--- src/salc_row_ram.sv ---
// one-port-write, one-port-read row memory with registered read data
// no dependencies; holds one cache set per row
module salc_row_ram #(
    parameter int DATA_W = 8,
    parameter int ADDR_W = 4
) (
    input  logic              i_clk,
    input  logic              i_we,
    input  logic [ADDR_W-1:0] i_waddr,
    input  logic [DATA_W-1:0] i_wdata,
    input  logic              i_re,
    input  logic [ADDR_W-1:0] i_raddr,
    output logic [DATA_W-1:0] o_rdata
);
    localparam int DEPTH = 1 << ADDR_W;

    logic [DATA_W-1:0] r_mem [DEPTH];
    logic [DATA_W-1:0] r_rdata;

    always_ff @(posedge i_clk) begin
        if (i_we) begin
            r_mem[i_waddr] <= i_wdata;
        end
    end

    always_ff @(posedge i_clk) begin
        if (i_re) begin
            r_rdata <= r_mem[i_raddr];
        end
    end

    assign o_rdata = r_rdata;

endmodule

--- config.mk ---
export PLATFORM = sky130hd
export DESIGN_NAME = salc_row_ram
export DESIGN_NICKNAME = d
export VERILOG_FILES = /design/src/salc_row_ram.sv
export SDC_FILE = /design/constraint.sdc
export NUM_CORES = 1
export LEC_CHECK = 0
export ABC_AREA = 0
export BUFFER_PORTS_ARGS = -buffer_cell sky130_fd_sc_hd__buf_4
export CAP_MARGIN = 20
export CORE_ASPECT_RATIO = 1.2
export CORE_MARGIN = 2
export CORE_UTILIZATION = 29
export CTS_CLUSTER_DIAMETER = 150
export CTS_CLUSTER_SIZE = 12
export DETAILED_ROUTE_END_ITERATION = 10
export PLACE_DENSITY = 0.41
export SYNTH_ARGS = -nofsm -noshare
export SYNTH_HDL_FRONTEND = slang
export SYNTH_SLANG_ARGS = --single-unit
--- constraint.sdc ---
create_clock -name i_clk -period 3.8 [get_ports i_clk]
set_clock_uncertainty 0.2 [all_clocks]
set_input_delay 0.57 -clock i_clk [delete_from_list [all_inputs] [get_ports i_clk]]
set_output_delay 0.57 -clock i_clk [all_outputs]
set_load 0.05 [all_outputs]
==> metrics <==
Final min period=2.18 ns; CP Capture Type=flop; sw frac=19.6%; Hold Crit Class=in2reg; area leader, netlist=edfxtp_1; Seq/Total Area, Yosys=78.1%; initial core utilization=29.7%; Clock Tree Buf Depth=2; die width=127 um; most instantiated cells after synthesis=edfxtp_1 (136), mux4_2 (18), a22oi_1 (16); Initial DRC Count=190; Worst EP required=3.75 ns; yosys warns=0; Via density=4.71; Worst slew margin=38.4%; Die H=151 um; vias in the first global route=2559; CTS resizes=0; Comb power frac=5.2%; TritonCTS clock tree=yes; Top-Level Pins=27; Tot Pwr=3.54 mW; Crit Path Max Fanout=32; DIE AREA=19100 um^2; dpl cell area=5690 um^2; vias=2390; Syn Nets=248; global-route wire length before repair=16.7 mm; fin crit share=57.5%; final hold violation count=0; initial antenna violation count=0; pwr dens=563 nW/um^2; Routed Antenna Nets=0; Clk Latency, worst-skew pair=0.41 ns; Core Rows=53; VDD IR max=0.265 mV; largest net degree at the start of global routing=33; Net Switching=0.695 mW; Post-synth ARST share=0%; Yosys cell types=18; Most used DFF post-synth=edfxtp_1; final core utilization=35.7%; Crit Path Class=in2reg; Syn Std Cell Area=5230 um^2; Synth top area share=78.1%; gr ovfl total=0; fin worst setup slack=1.62 ns; Post-synth EDFFs=136; Hold Slack=0.271 ns; Area contributors post-synth=edfxtp_1 (78%), mux4_2 (7.8%), mux4_1 (7.0%); Clk pwr share=46.7%; fin cells=507; CTS H-tree depth=4; Slew @ Worst Pin=0.921 ns; CP Launch Type=input port; hpwl dp=7.21 mm; share of cells above drive strength 1=27.9%; register share of total power=48.1%; final net count=293; crit-path max cell delay=0.65 ns; outcome=completed; Slew Viols, Final=0; critical path arrival=2.14 ns; Post-Layout Inst Area=6280 um^2; static leakage=2.08 nW; # fillers=1592; max cap viols=0; routed length per instance=22.2 um; Max Fclk=458 MHz; Core Region=17600 um^2; Area Growth Syn to Fin=20.1%; GRT Util Overall=12.7%; First-pass DRT Iterations=4; post-placement cell count=475; DRC viols=0; CP bufs+invs=1; Max stage delay cell, worst path=mux4_1; critical-path cell list=buf_4 -> mux4_1 -> a22oi_1 -> nand2_1; family with the most delay on the worst path=multiplexers; clock slew at reported path FFs=0.05 ns; setup tns final=0 ns; number of synthesized register bits=136; RSZ-0062 raised after global routing=no; routed wire length=11.3 mm; Root Driver=clkbuf_16; pre-CTS setup slack=1.14 ns; GP Congestion=0.682; CTS buffer count=17; Syn Area/Cell=22.8 um^2; most common cell in the netlist=edfxtp_1; Syn Inst Count=229; Post-CTS Setup Inserts=0; cts hold-fix bufs=0; Ant. Diodes=0; Setup-failing EPs final=0; Internal=2.84 mW; # clock sinks=136; number of port buffers=26
worst paths after layout:
| check | start | endpoint | slack (ns) | cells past startpoint |
|---|---|---|---|---|
| setup / recovery | i_raddr[0] | o_rdata[3]$_DFFE_PP_ | 1.62 | 4 |
| hold / removal | i_wdata[4] | r_mem[4][4]$_DFFE_PP_ | 0.27 | 1 |
| setup reg to reg | r_mem[3][4]$_DFFE_PP_ | o_rdata[4]$_DFFE_PP_ | 2.08 | 3 |
| hold reg to reg | r_mem[8][1]$_DFFE_PP_ | o_rdata[1]$_DFFE_PP_ | 0.56 | 3 |
power groups by stage:
| stage | sequential, mW | combinational, mW | clock (mW) |
|---|---|---|---|
| 3_5_place_dp | 1.73 | 0.191 | 0 |
| 3_3_place_gp | 1.73 | 0.190 | 0 |
| 6_report | 1.70 | 0.185 | 1.65 |
| 2_1_floorplan | 1.75 | 0.0853 | 0 |
| 5_1_grt | 1.70 | 0.201 | 1.75 |
| 4_1_cts | 1.70 | 0.191 | 1.68 |
layout by cell type (no fill, tap or decap), types with 5 or more instances in the layout:
cell / n
clkbuf_16: 17
mux4_2: 18
a22oi_1: 16
edfxtp_1: 136
mux4_1: 14
buf_4: 36
nor2_1: 13
clkinv_1: 5
nand2_1: 9
area by class of cell:
type                            count  area [um^2]  area share [%]
Timing Repair Buffer               36          270            4.30
Clock buffer                       19          433            6.90
Multi-Input combinational cell     83         1060            16.8
Clock inverter                     13          159            2.53
Tap cell                          220          275            4.38
Sequential cell                   136         4080            65.0
cell families after synthesis:
kind of cell / count (synthesis) / share of synthesized area (%)
AOI/OAI and AO/OA: 16 / 2.30
buffers and inverters: 10 / 1.65
DFF: 136 / 78.1
muxes: 32 / 14.8
and+or+nand+nor: 35 / 3.14
flip-flops by register name (all words and copies together), names as in the netlist:
| name | flops |
|---|---|
| r_mem | 128 |
| o_rdata | 8 |
metal layers:
metal  vias to the layer above  global-route usage (%)  part of all wire, %
li1                       1069                       -                    -
met1                      1247                    15.9                   44
met2                        61                    20.8                   50
met3                        13                    3.43                  4.4
met4                         0                    5.44                  1.8
met5                         -                       0                    0
No activity file was read; power rests on OpenSTA's default activity.
